## config.mk

```make
export PLATFORM = sky130hd
export DESIGN_NAME = rpn_ctrl
export DESIGN_NICKNAME = d
export VERILOG_FILES = /design/src/rtl/rpn_pkg.sv /design/src/rtl/rpn_ctrl.sv
export SDC_FILE = /design/constraint.sdc
export NUM_CORES = 1
export LEC_CHECK = 0
export ABC_CLOCK_PERIOD_IN_PS = 2000
export BUFFER_PORTS_ARGS = -buffer_cell sky130_fd_sc_hd__buf_2
export CAP_MARGIN = 20
export CELL_PAD_IN_SITES_DETAIL_PLACEMENT = 0
export CELL_PAD_IN_SITES_GLOBAL_PLACEMENT = 1
export CORE_MARGIN = 2
export CORE_UTILIZATION = 32
export CTS_BUF_LIST = sky130_fd_sc_hd__clkbuf_16
export DETAILED_ROUTE_END_ITERATION = 6
export PLACE_DENSITY = 0.77
export SYNTH_ARGS = -nofsm -noshare
export SYNTH_HDL_FRONTEND = slang
export SYNTH_SLANG_ARGS = --single-unit
```

## constraint.sdc

```tcl
create_clock -name clk -period 2 [get_ports clk]
set_clock_uncertainty 0.2 [all_clocks]
set_input_delay 0.1 -clock clk [delete_from_list [all_inputs] [get_ports clk]]
set_output_delay 0.1 -clock clk [all_outputs]
set_load 0.1 [all_outputs]
```

## src/rtl/rpn_pkg.sv

```systemverilog
// Types, codes and arithmetic helpers of the RPN calculator.
package rpn_pkg;

  localparam int VW          = 48;
  localparam int MAX_RESULTS = 32;

  localparam logic [3:0] OP_PUSH  = 4'd0;
  localparam logic [3:0] OP_ADD   = 4'd1;
  localparam logic [3:0] OP_SUB   = 4'd2;
  localparam logic [3:0] OP_MUL   = 4'd3;
  localparam logic [3:0] OP_DIV   = 4'd4;
  localparam logic [3:0] OP_MOD   = 4'd5;
  localparam logic [3:0] OP_PEEK  = 4'd6;
  localparam logic [3:0] OP_POP   = 4'd7;
  localparam logic [3:0] OP_DUMP  = 4'd8;
  localparam logic [3:0] OP_CLEAR = 4'd9;
  localparam logic [3:0] OP_DUP   = 4'd10;
  localparam logic [3:0] OP_SWAP  = 4'd11;

  localparam logic [1:0] ST_OK  = 2'd0;
  localparam logic [1:0] ST_UNF = 2'd1;
  localparam logic [1:0] ST_OVF = 2'd2;
  localparam logic [1:0] ST_DBZ = 2'd3;

  // read address select
  localparam logic [1:0] RD_TOP    = 2'd0;
  localparam logic [1:0] RD_SECOND = 2'd1;
  localparam logic [1:0] RD_WALK   = 2'd2;

  // write address select
  localparam logic [1:0] WA_CNT    = 2'd0;
  localparam logic [1:0] WA_TOP    = 2'd1;
  localparam logic [1:0] WA_SECOND = 2'd2;

  // write data select
  localparam logic [2:0] WD_IN  = 3'd0;
  localparam logic [2:0] WD_RD  = 3'd1;
  localparam logic [2:0] WD_A   = 3'd2;
  localparam logic [2:0] WD_B   = 3'd3;
  localparam logic [2:0] WD_RES = 3'd4;

  typedef struct packed {
    logic [3:0]             op;
    logic signed [VW-1:0]   operand;
  } rpn_in_t;

  typedef struct packed {
    logic signed [VW-1:0]   result_value;
    logic                   has_value;
    logic [1:0]             status;
    logic                   last;
  } rpn_out_t;

  typedef struct packed {
    logic       load_in;
    logic [1:0] rd_sel;
    logic       wr_en;
    logic [1:0] wr_addr_sel;
    logic [2:0] wr_data_sel;
    logic       cnt_inc;
    logic       cnt_dec;
    logic       cnt_clr;
    logic       load_a;
    logic       load_b;
    logic       alu_start;
    logic       mul_step;
    logic       div_step;
    logic       res_load;
    logic       walk_init;
    logic       walk_step;
    logic       out_load;
    logic       out_from_rd;
    logic       out_last;
    logic [1:0] out_status;
  } rpn_cmd_t;

  typedef struct packed {
    logic [3:0] op;
    logic       cnt_zero;
    logic       cnt_lt2;
    logic       cnt_full;
    logic       a_zero;
    logic       mul_done;
    logic       div_done;
    logic       walk_last;
    logic       slot_free;
  } rpn_stat_t;

  function automatic logic [VW-1:0] mag48(input logic [VW-1:0] v);
    return v[VW-1] ? (~v + VW'(1)) : v;
  endfunction

  // Signed result from sign and magnitude, saturated to 48 bits.
  function automatic logic [VW-1:0] sat_mag(input logic neg, input logic [79:0] m);
    logic big;
    logic [VW-1:0] lo;
    big = (m[79:VW-1] != '0);
    lo  = m[VW-1:0];
    if (big) return neg ? {1'b1, {(VW-1){1'b0}}} : {1'b0, {(VW-1){1'b1}}};
    return neg ? (~lo + VW'(1)) : lo;
  endfunction

  // Saturate a 49-bit sum to 48 bits.
  function automatic logic [VW-1:0] sat49(input logic [VW:0] s);
    if (s[VW] != s[VW-1]) return s[VW] ? {1'b1, {(VW-1){1'b0}}} : {1'b0, {(VW-1){1'b1}}};
    return s[VW-1:0];
  endfunction

endpackage

```

## src/rtl/rpn_ctrl.sv

```systemverilog
// Sequencer of the RPN calculator: decodes a token and steps the datapath.
module rpn_ctrl (
  input  logic              clk,
  input  logic              rst_n,
  input  logic              in_valid,
  output logic              in_ready,
  input  rpn_pkg::rpn_stat_t stat,
  output rpn_pkg::rpn_cmd_t  cmd
);
  import rpn_pkg::*;

  localparam logic [3:0] S_IDLE   = 4'd0;
  localparam logic [3:0] S_DECODE = 4'd1;
  localparam logic [3:0] S_RDA    = 4'd2;
  localparam logic [3:0] S_RDB    = 4'd3;
  localparam logic [3:0] S_SWP1   = 4'd4;
  localparam logic [3:0] S_SWP2   = 4'd5;
  localparam logic [3:0] S_EXEC   = 4'd6;
  localparam logic [3:0] S_MUL    = 4'd7;
  localparam logic [3:0] S_DIV    = 4'd8;
  localparam logic [3:0] S_FIN    = 4'd9;
  localparam logic [3:0] S_WB     = 4'd10;
  localparam logic [3:0] S_PEEK   = 4'd11;
  localparam logic [3:0] S_DUPR   = 4'd12;
  localparam logic [3:0] S_DUMPW  = 4'd13;
  localparam logic [3:0] S_DUMPE  = 4'd14;
  localparam logic [3:0] S_EMIT   = 4'd15;

  logic [3:0] state_r, state_nxt;
  logic [1:0] code_r, code_nxt;

  always_ff @(posedge clk) begin
    if (!rst_n) begin
      state_r <= S_IDLE;
      code_r  <= ST_OK;
    end else begin
      state_r <= state_nxt;
      code_r  <= code_nxt;
    end
  end

  assign in_ready = (state_r == S_IDLE);

  always_comb begin
    cmd       = '0;
    state_nxt = state_r;
    code_nxt  = code_r;
    unique case (state_r)
      S_IDLE: begin
        if (in_valid) begin
          cmd.load_in = 1'b1;
          state_nxt   = S_DECODE;
        end
      end
      S_DECODE: begin
        code_nxt  = ST_OK;
        state_nxt = S_EMIT;
        unique case (stat.op) inside
          OP_PUSH: begin
            if (stat.cnt_full) begin
              code_nxt = ST_OVF;
            end else begin
              cmd.wr_en       = 1'b1;
              cmd.wr_addr_sel = WA_CNT;
              cmd.wr_data_sel = WD_IN;
              cmd.cnt_inc     = 1'b1;
            end
          end
          OP_ADD, OP_SUB, OP_MUL, OP_DIV, OP_MOD, OP_SWAP: begin
            if (stat.cnt_lt2) begin
              code_nxt = ST_UNF;
            end else begin
              cmd.rd_sel = RD_TOP;
              state_nxt  = S_RDA;
            end
          end
          OP_PEEK, OP_POP: begin
            if (stat.cnt_zero) begin
              code_nxt = ST_UNF;
            end else begin
              cmd.rd_sel = RD_TOP;
              state_nxt  = S_PEEK;
            end
          end
          OP_DUMP: begin
            if (stat.cnt_zero) begin
              code_nxt = ST_UNF;
            end else begin
              cmd.walk_init = 1'b1;
              state_nxt     = S_DUMPW;
            end
          end
          OP_CLEAR: begin
            if (stat.cnt_zero) code_nxt = ST_UNF;
            else cmd.cnt_clr = 1'b1;
          end
          OP_DUP: begin
            if (stat.cnt_zero) begin
              code_nxt = ST_UNF;
            end else if (stat.cnt_full) begin
              code_nxt = ST_OVF;
            end else begin
              cmd.rd_sel = RD_TOP;
              state_nxt  = S_DUPR;
            end
          end
          default: ;
        endcase
      end
      S_RDA: begin
        cmd.load_a = 1'b1;
        cmd.rd_sel = RD_SECOND;
        state_nxt  = S_RDB;
      end
      S_RDB: begin
        cmd.load_b = 1'b1;
        state_nxt  = (stat.op == OP_SWAP) ? S_SWP1 : S_EXEC;
      end
      S_SWP1: begin
        cmd.wr_en       = 1'b1;
        cmd.wr_addr_sel = WA_TOP;
        cmd.wr_data_sel = WD_B;
        state_nxt       = S_SWP2;
      end
      S_SWP2: begin
        cmd.wr_en       = 1'b1;
        cmd.wr_addr_sel = WA_SECOND;
        cmd.wr_data_sel = WD_A;
        code_nxt        = ST_OK;
        state_nxt       = S_EMIT;
      end
      S_EXEC: begin
        if ((stat.op == OP_DIV || stat.op == OP_MOD) && stat.a_zero) begin
          code_nxt  = ST_DBZ;
          state_nxt = S_EMIT;
        end else begin
          cmd.alu_start = 1'b1;
          if (stat.op == OP_ADD || stat.op == OP_SUB) state_nxt = S_WB;
          else if (stat.op == OP_MUL) state_nxt = S_MUL;
          else state_nxt = S_DIV;
        end
      end
      S_MUL: begin
        cmd.mul_step = 1'b1;
        if (stat.mul_done) state_nxt = S_FIN;
      end
      S_DIV: begin
        cmd.div_step = 1'b1;
        if (stat.div_done) state_nxt = S_FIN;
      end
      S_FIN: begin
        cmd.res_load = 1'b1;
        state_nxt    = S_WB;
      end
      S_WB: begin
        cmd.wr_en       = 1'b1;
        cmd.wr_addr_sel = WA_SECOND;
        cmd.wr_data_sel = WD_RES;
        cmd.cnt_dec     = 1'b1;
        code_nxt        = ST_OK;
        state_nxt       = S_EMIT;
      end
      S_PEEK: begin
        cmd.rd_sel = RD_TOP;
        if (stat.slot_free) begin
          cmd.out_load    = 1'b1;
          cmd.out_from_rd = 1'b1;
          cmd.out_last    = 1'b1;
          cmd.out_status  = ST_OK;
          cmd.cnt_dec     = (stat.op == OP_POP);
          state_nxt       = S_IDLE;
        end
      end
      S_DUPR: begin
        cmd.wr_en       = 1'b1;
        cmd.wr_addr_sel = WA_CNT;
        cmd.wr_data_sel = WD_RD;
        cmd.cnt_inc     = 1'b1;
        code_nxt        = ST_OK;
        state_nxt       = S_EMIT;
      end
      S_DUMPW: begin
        cmd.rd_sel = RD_WALK;
        state_nxt  = S_DUMPE;
      end
      S_DUMPE: begin
        cmd.rd_sel = RD_WALK;
        if (stat.slot_free) begin
          cmd.out_load    = 1'b1;
          cmd.out_from_rd = 1'b1;
          cmd.out_last    = stat.walk_last;
          cmd.out_status  = ST_OK;
          cmd.walk_step   = 1'b1;
          state_nxt       = stat.walk_last ? S_IDLE : S_DUMPW;
        end
      end
      S_EMIT: begin
        if (stat.slot_free) begin
          cmd.out_load   = 1'b1;
          cmd.out_last   = 1'b1;
          cmd.out_status = code_r;
          state_nxt      = S_IDLE;
        end
      end
      default: state_nxt = S_IDLE;
    endcase
  end

endmodule

```

Yosys cells after proc, flatten, opt, wreduce, memory -nomap -nowiden
Cells that the tools add are included.
{"block": "totals", "regBits": 6, "inputBits": 15, "out_inout_bits": 26}
{"block": "op_classes", "reduce_logical": 14, "n_mux": 53, "n_eq_ne": 32}
{"op": "4-bit one-hot mux with 13 select lines", "count": 1}
{"op": "4-bit equality test (second input constant)", "count": 12}
{"op": "4-bit two-way mux", "count": 10}
{"op": "4-bit by 3-bit equality test with 1-bit output (second input constant)", "count": 8}
{"op": "6-bit one-hot mux with 5 select lines", "count": 1}
{"op": "1-bit two-way mux", "count": 19}
{"op": "4-bit by 2-bit equality test with 1-bit output (second input constant)", "count": 4}
{"op": "4-bit one-hot mux with 4 select lines", "count": 1}
{"op": "2-bit two-way mux", "count": 7}
{"op": "7-bit two-way mux", "count": 2}
{"op": "2-bit inequality test (second input constant)", "count": 5}
{"op": "3-bit one-hot mux with 3 select lines", "count": 1}
{"op": "4-bit by 1-bit equality test with 1-bit output (second input constant)", "count": 2}
{"op": "4-bit logical NOT", "count": 2}
{"op": "2-bit one-hot mux with 4 select lines", "count": 1}
{"op": "3-bit two-way mux", "count": 2}
{"op": "6-bit two-way mux", "count": 1}
{"op": "1-bit one-hot mux with 2 select lines", "count": 3}
{"op": "2-bit one-hot mux with 3 select lines", "count": 1}
{"op": "2-bit OR reduction", "count": 3}
{"op": "6-bit OR reduction", "count": 1}
{"op": "5-bit two-way mux", "count": 1}
{"op": "5-bit AND reduction", "count": 1}
{"op": "2-bit one-hot mux with 2 select lines", "count": 1}
{"op": "other kinds (8)", "count": 9}

Depth between registers and ports, before layout
{"block": "depth", "depth_word": 5, "mapped_depth": 8}

Worst setup path before layout
No wires, ideal clock.
{"block": "synth_timing", "path_type": "flip-flop to output port", "from": "register state_r[2]", "to": "output port cmd[24] (netlist name)", "arrival_ns": 4.501, "n_path_buf": 1, "required_time_ns": 1.700, "path_stages_with_launch": 4, "path_slack_ns": -2.801, "path_cell_list": "dfxtp_1 > buf_2 > nor4_1 > and2_1"}
{"element": "from (decl)", "line_no": "rpn_ctrl.sv:29", "source": "logic [3:0] state_r, state_nxt;"}
{"element": "from (signal assigned)", "line_no": "rpn_ctrl.sv:37", "source": "state_r <= state_nxt;"}
{"element": "to (decl)", "line_no": "rpn_ctrl.sv:8", "source": "output rpn_pkg::rpn_cmd_t cmd"}

==> results by group <==
Status
  – Outcome: complete, no violations

Global routing
  – Vias in the first global route: 1251
  – First-pass GRT wire length: ~5700 um
  – Overflow after GRT: 0
  – Initial antenna violation count: 0
  – Routing usage on met1: between 20% and 30%
  – Met3 Use GR: 2.38%
  – Gr busiest metal: met2
  – Largest net degree at the start of global routing: 18
  – GRT Overall Usage: around 20%
  – Grt met2 use: a little over a third

Finish
  – Post-Layout Inst Area: 2010 um2
  – Share of cells above drive strength 1: 48.7%
  – Final nets: 216
  – Antenna diodes: 0
  – P&R area growth vs syn: 103%

Drt
  – Routed via count: 1299
  – Final antenna-violating net count: 0
  – Initial DRC count: 51
  – 1st-pass router iterations: 4
  – DRC viols: 0
  – Wire per inst: roughly 15 um
  – Final WL: ~3500 um
  – Avg Vias per Cell: 5.60

Synthesis
  – Area leader, netlist: dfxtp_1
  – Avg Cell Area, Syn: between 6 and 7 um2
  – Post-synth EDFFs: 0
  – Cell count after synthesis: 151
  – Synth top area share: between 10% and 20%
  – Syn nets: between 150 and 200
  – Count leader, synth: nor2_1
  – Largest cells by area after synthesis: dfxtp_1 12%, nand2b_1 5.7%, nor2_1 5.7%, a21oi_1 5.5%, nor2b_1 5.0%
  – Number of synthesized register bits: 6
  – Post-Syn Area: 992 um2
  – Leading register cell type out of synthesis: dfxtp_1
  – Synth Warn #: 0
  – Most common library cells after synthesis: 15 x nor2_1, 12 x nand2_1, 11 x a21oi_1, 9 x buf_2, 9 x nand2b_1
  – Synth unique cells: 46
  – Post-synthesis sequential area ratio: 12.1%
  – Asr flop ratio synth: 0%

STA
  – Worst slew pin tran: a little under 0.5 ns
  – Final Hold Fails: 0
  – Final setup viols: 0
  – Period minus WS final: 1.96 ns
  – Final slew viol count: 0
  – Fmax: approximately 510 MHz
  – Slew headroom: around two thirds
  – Fin crit share: a little over nine tenths

Setup path
  – Cells on worst reg2reg path: 6
  – Max FO, Critical Path: 3
  – Slowest-stage cell, CP: or4_4
  – Critical Path End Type: output port
  – Worst-path cell chain: nand2b_4 -> or4_4 -> a21boi_4 -> o21ai_4 -> buf_12
  – Critical path type: flop to output port
  – WP data required: about 1.7 ns
  – Worst Path Arrival: between 1.5 and 2 ns
  – R2R Setup Slk: 0.10 ns
  – CP max stage delay: 0.47 ns
  – CP Launch Type: flop

Floorplanning
  – Core Area: between 3000 and 4000 um2
  – Die X: approximately 60 um
  – Die span in y: 59.7 um
  – Initial Utilization: 33.0%
  – Total die area: roughly 3600 um2
  – FP Rows: 20
  – I/O pin count: between 40 and 50

Clock tree
  – Worst-path clk slew: around 0.030 ns
  – Worst-skew pair later-pin latency: about 0.23 ns
  – Sink Count: 6
  – CTS tree: yes
  – CTS Root Cell: clkbuf_16
  – Total CTS buffers: 3
  – CTS max path bufs: 2
  – Max H-tree Level: 1

Power and ir drop
  – Leak pwr: about 0.77 nW
  – Peak supply drop: ~730 uV
  – Total chip power: approximately 3.3 mW
  – Pwr Density: between 1500 and 2000 nW/um2

Placed design
  – Port bufs: 40
  – Gp weighted congestion: about 0.87
  – Placed instance area: around 1900 um2
  – HPWL Detailed: 2670 um

Flow run
  – Max-Cap Viols: 0

Min path
  – Hold Crit Depth: 5
  – Worst min path class: input pin to flop
-- registers in the layout, summed over array words and instances (netlist names) --
register,flops
state_r,4
code_r,2
-- per-layer routing --
metal / part of all wire, % / wire (um) / vias to the layer above
met4: 0.78 / 27 / 0
met1: 43 / 1480 / 602
met2: 51 / 1750 / 47
met5: 0 / 0 / -
met3: 5.6 / 194 / 4
li1: - / - / 646
-- where the power goes --
group | switching [mW] | total [mW] | internal, mW | leakage [nW]
logic | 1.64 | 2.64 | 0.994 | 0.686
clock network | 0.0659 | 0.322 | 0.256 | 0.0370
registers | 0.0999 | 0.297 | 0.197 | 0.0518
-- logic make-up after synthesis --
group | count (synthesis) | share of synthesized area [%]
AOI/OAI and AO/OA | 45 | 30.3
xor gates and xnor gates | 1 | 0.883
buffers and inverters | 20 | 11.0
DFF | 6 | 12.1
muxes | 3 | 3.03
and+or+nand+nor | 76 | 42.7
-- what timing repair did --
action	CTS	global route
hold endpoints to repair	4	0
gates resized for setup	9	5
setup buffers	2	1
pin swaps	1	1
endpoints found under the setup margin	7	2
hold buffers	1	0
-- per-stage QoR --
| step | worst slack (ns) | utilization (%) | setup TNS [ns] | hold WS, ns | cells |
|---|---|---|---|---|---|
| finish | 0.0389 | 67.0 | 0 | 0.121 | 232 |
| global route | -0.00476 | 67.0 | -0.00476 | 0.173 | 232 |
| CTS | 0.00800 | 66.3 | 0 | 0.117 | 231 |
| detailed placement | 0.103 | 61.9 | 0 | 0.216 | 225 |
| global placement | 0.156 | 61.9 | 0 | 0.201 | 225 |
| floorplan | -0.379 | - | -1.75 | 0.0260 | 151 |
-- layout make-up --
| cell class | count | area [um2] |
|---|---|---|
| multi-input cells | 125 | 1010 |
| fillers | 246 | 991 |
| repair buffers | 60 | 732 |
| flip-flops and latches | 6 | 133 |
| clock buffers | 3 | 75.1 |
| well taps | 33 | 41.3 |
| inverters | 5 | 22.5 |
-- worst max-delay path: cells and delay by family, from the launching register on --
| kind | cells | cell delay (ns) |
|---|---|---|
| AOI/OAI and AO/OA | 2 | 0.31 |
| and+or+nand+nor | 2 | 0.60 |
| buffers and inverters | 1 | 0.19 |
| DFF | 1 | 0.33 |
-- final timing paths --
| kind | startpoint | end |
|---|---|---|
| worst max register to register | state_r[0] | state_r[2] |
| worst min register to register | code_r[0] | code_r[0] |
| worst max-delay path | state_r[2] | cmd[21] |
| worst min-delay path | stat[3] | state_r[3] |
-- cell usage in the layout, fill, tap and decap left out, types with 8 or more instances in the layout --
| cell | synthesis | layout |
|---|---|---|
| nand2b_1 | 9 | 8 |
| nand2_1 | 12 | 12 |
| a21oi_1 | 11 | 9 |
| nor2_1 | 15 | 9 |
| buf_2 | 9 | 15 |
| buf_4 | 4 | 18 |
| buf_12 | 0 | 25 |
(Power assumes the default switching activity.)
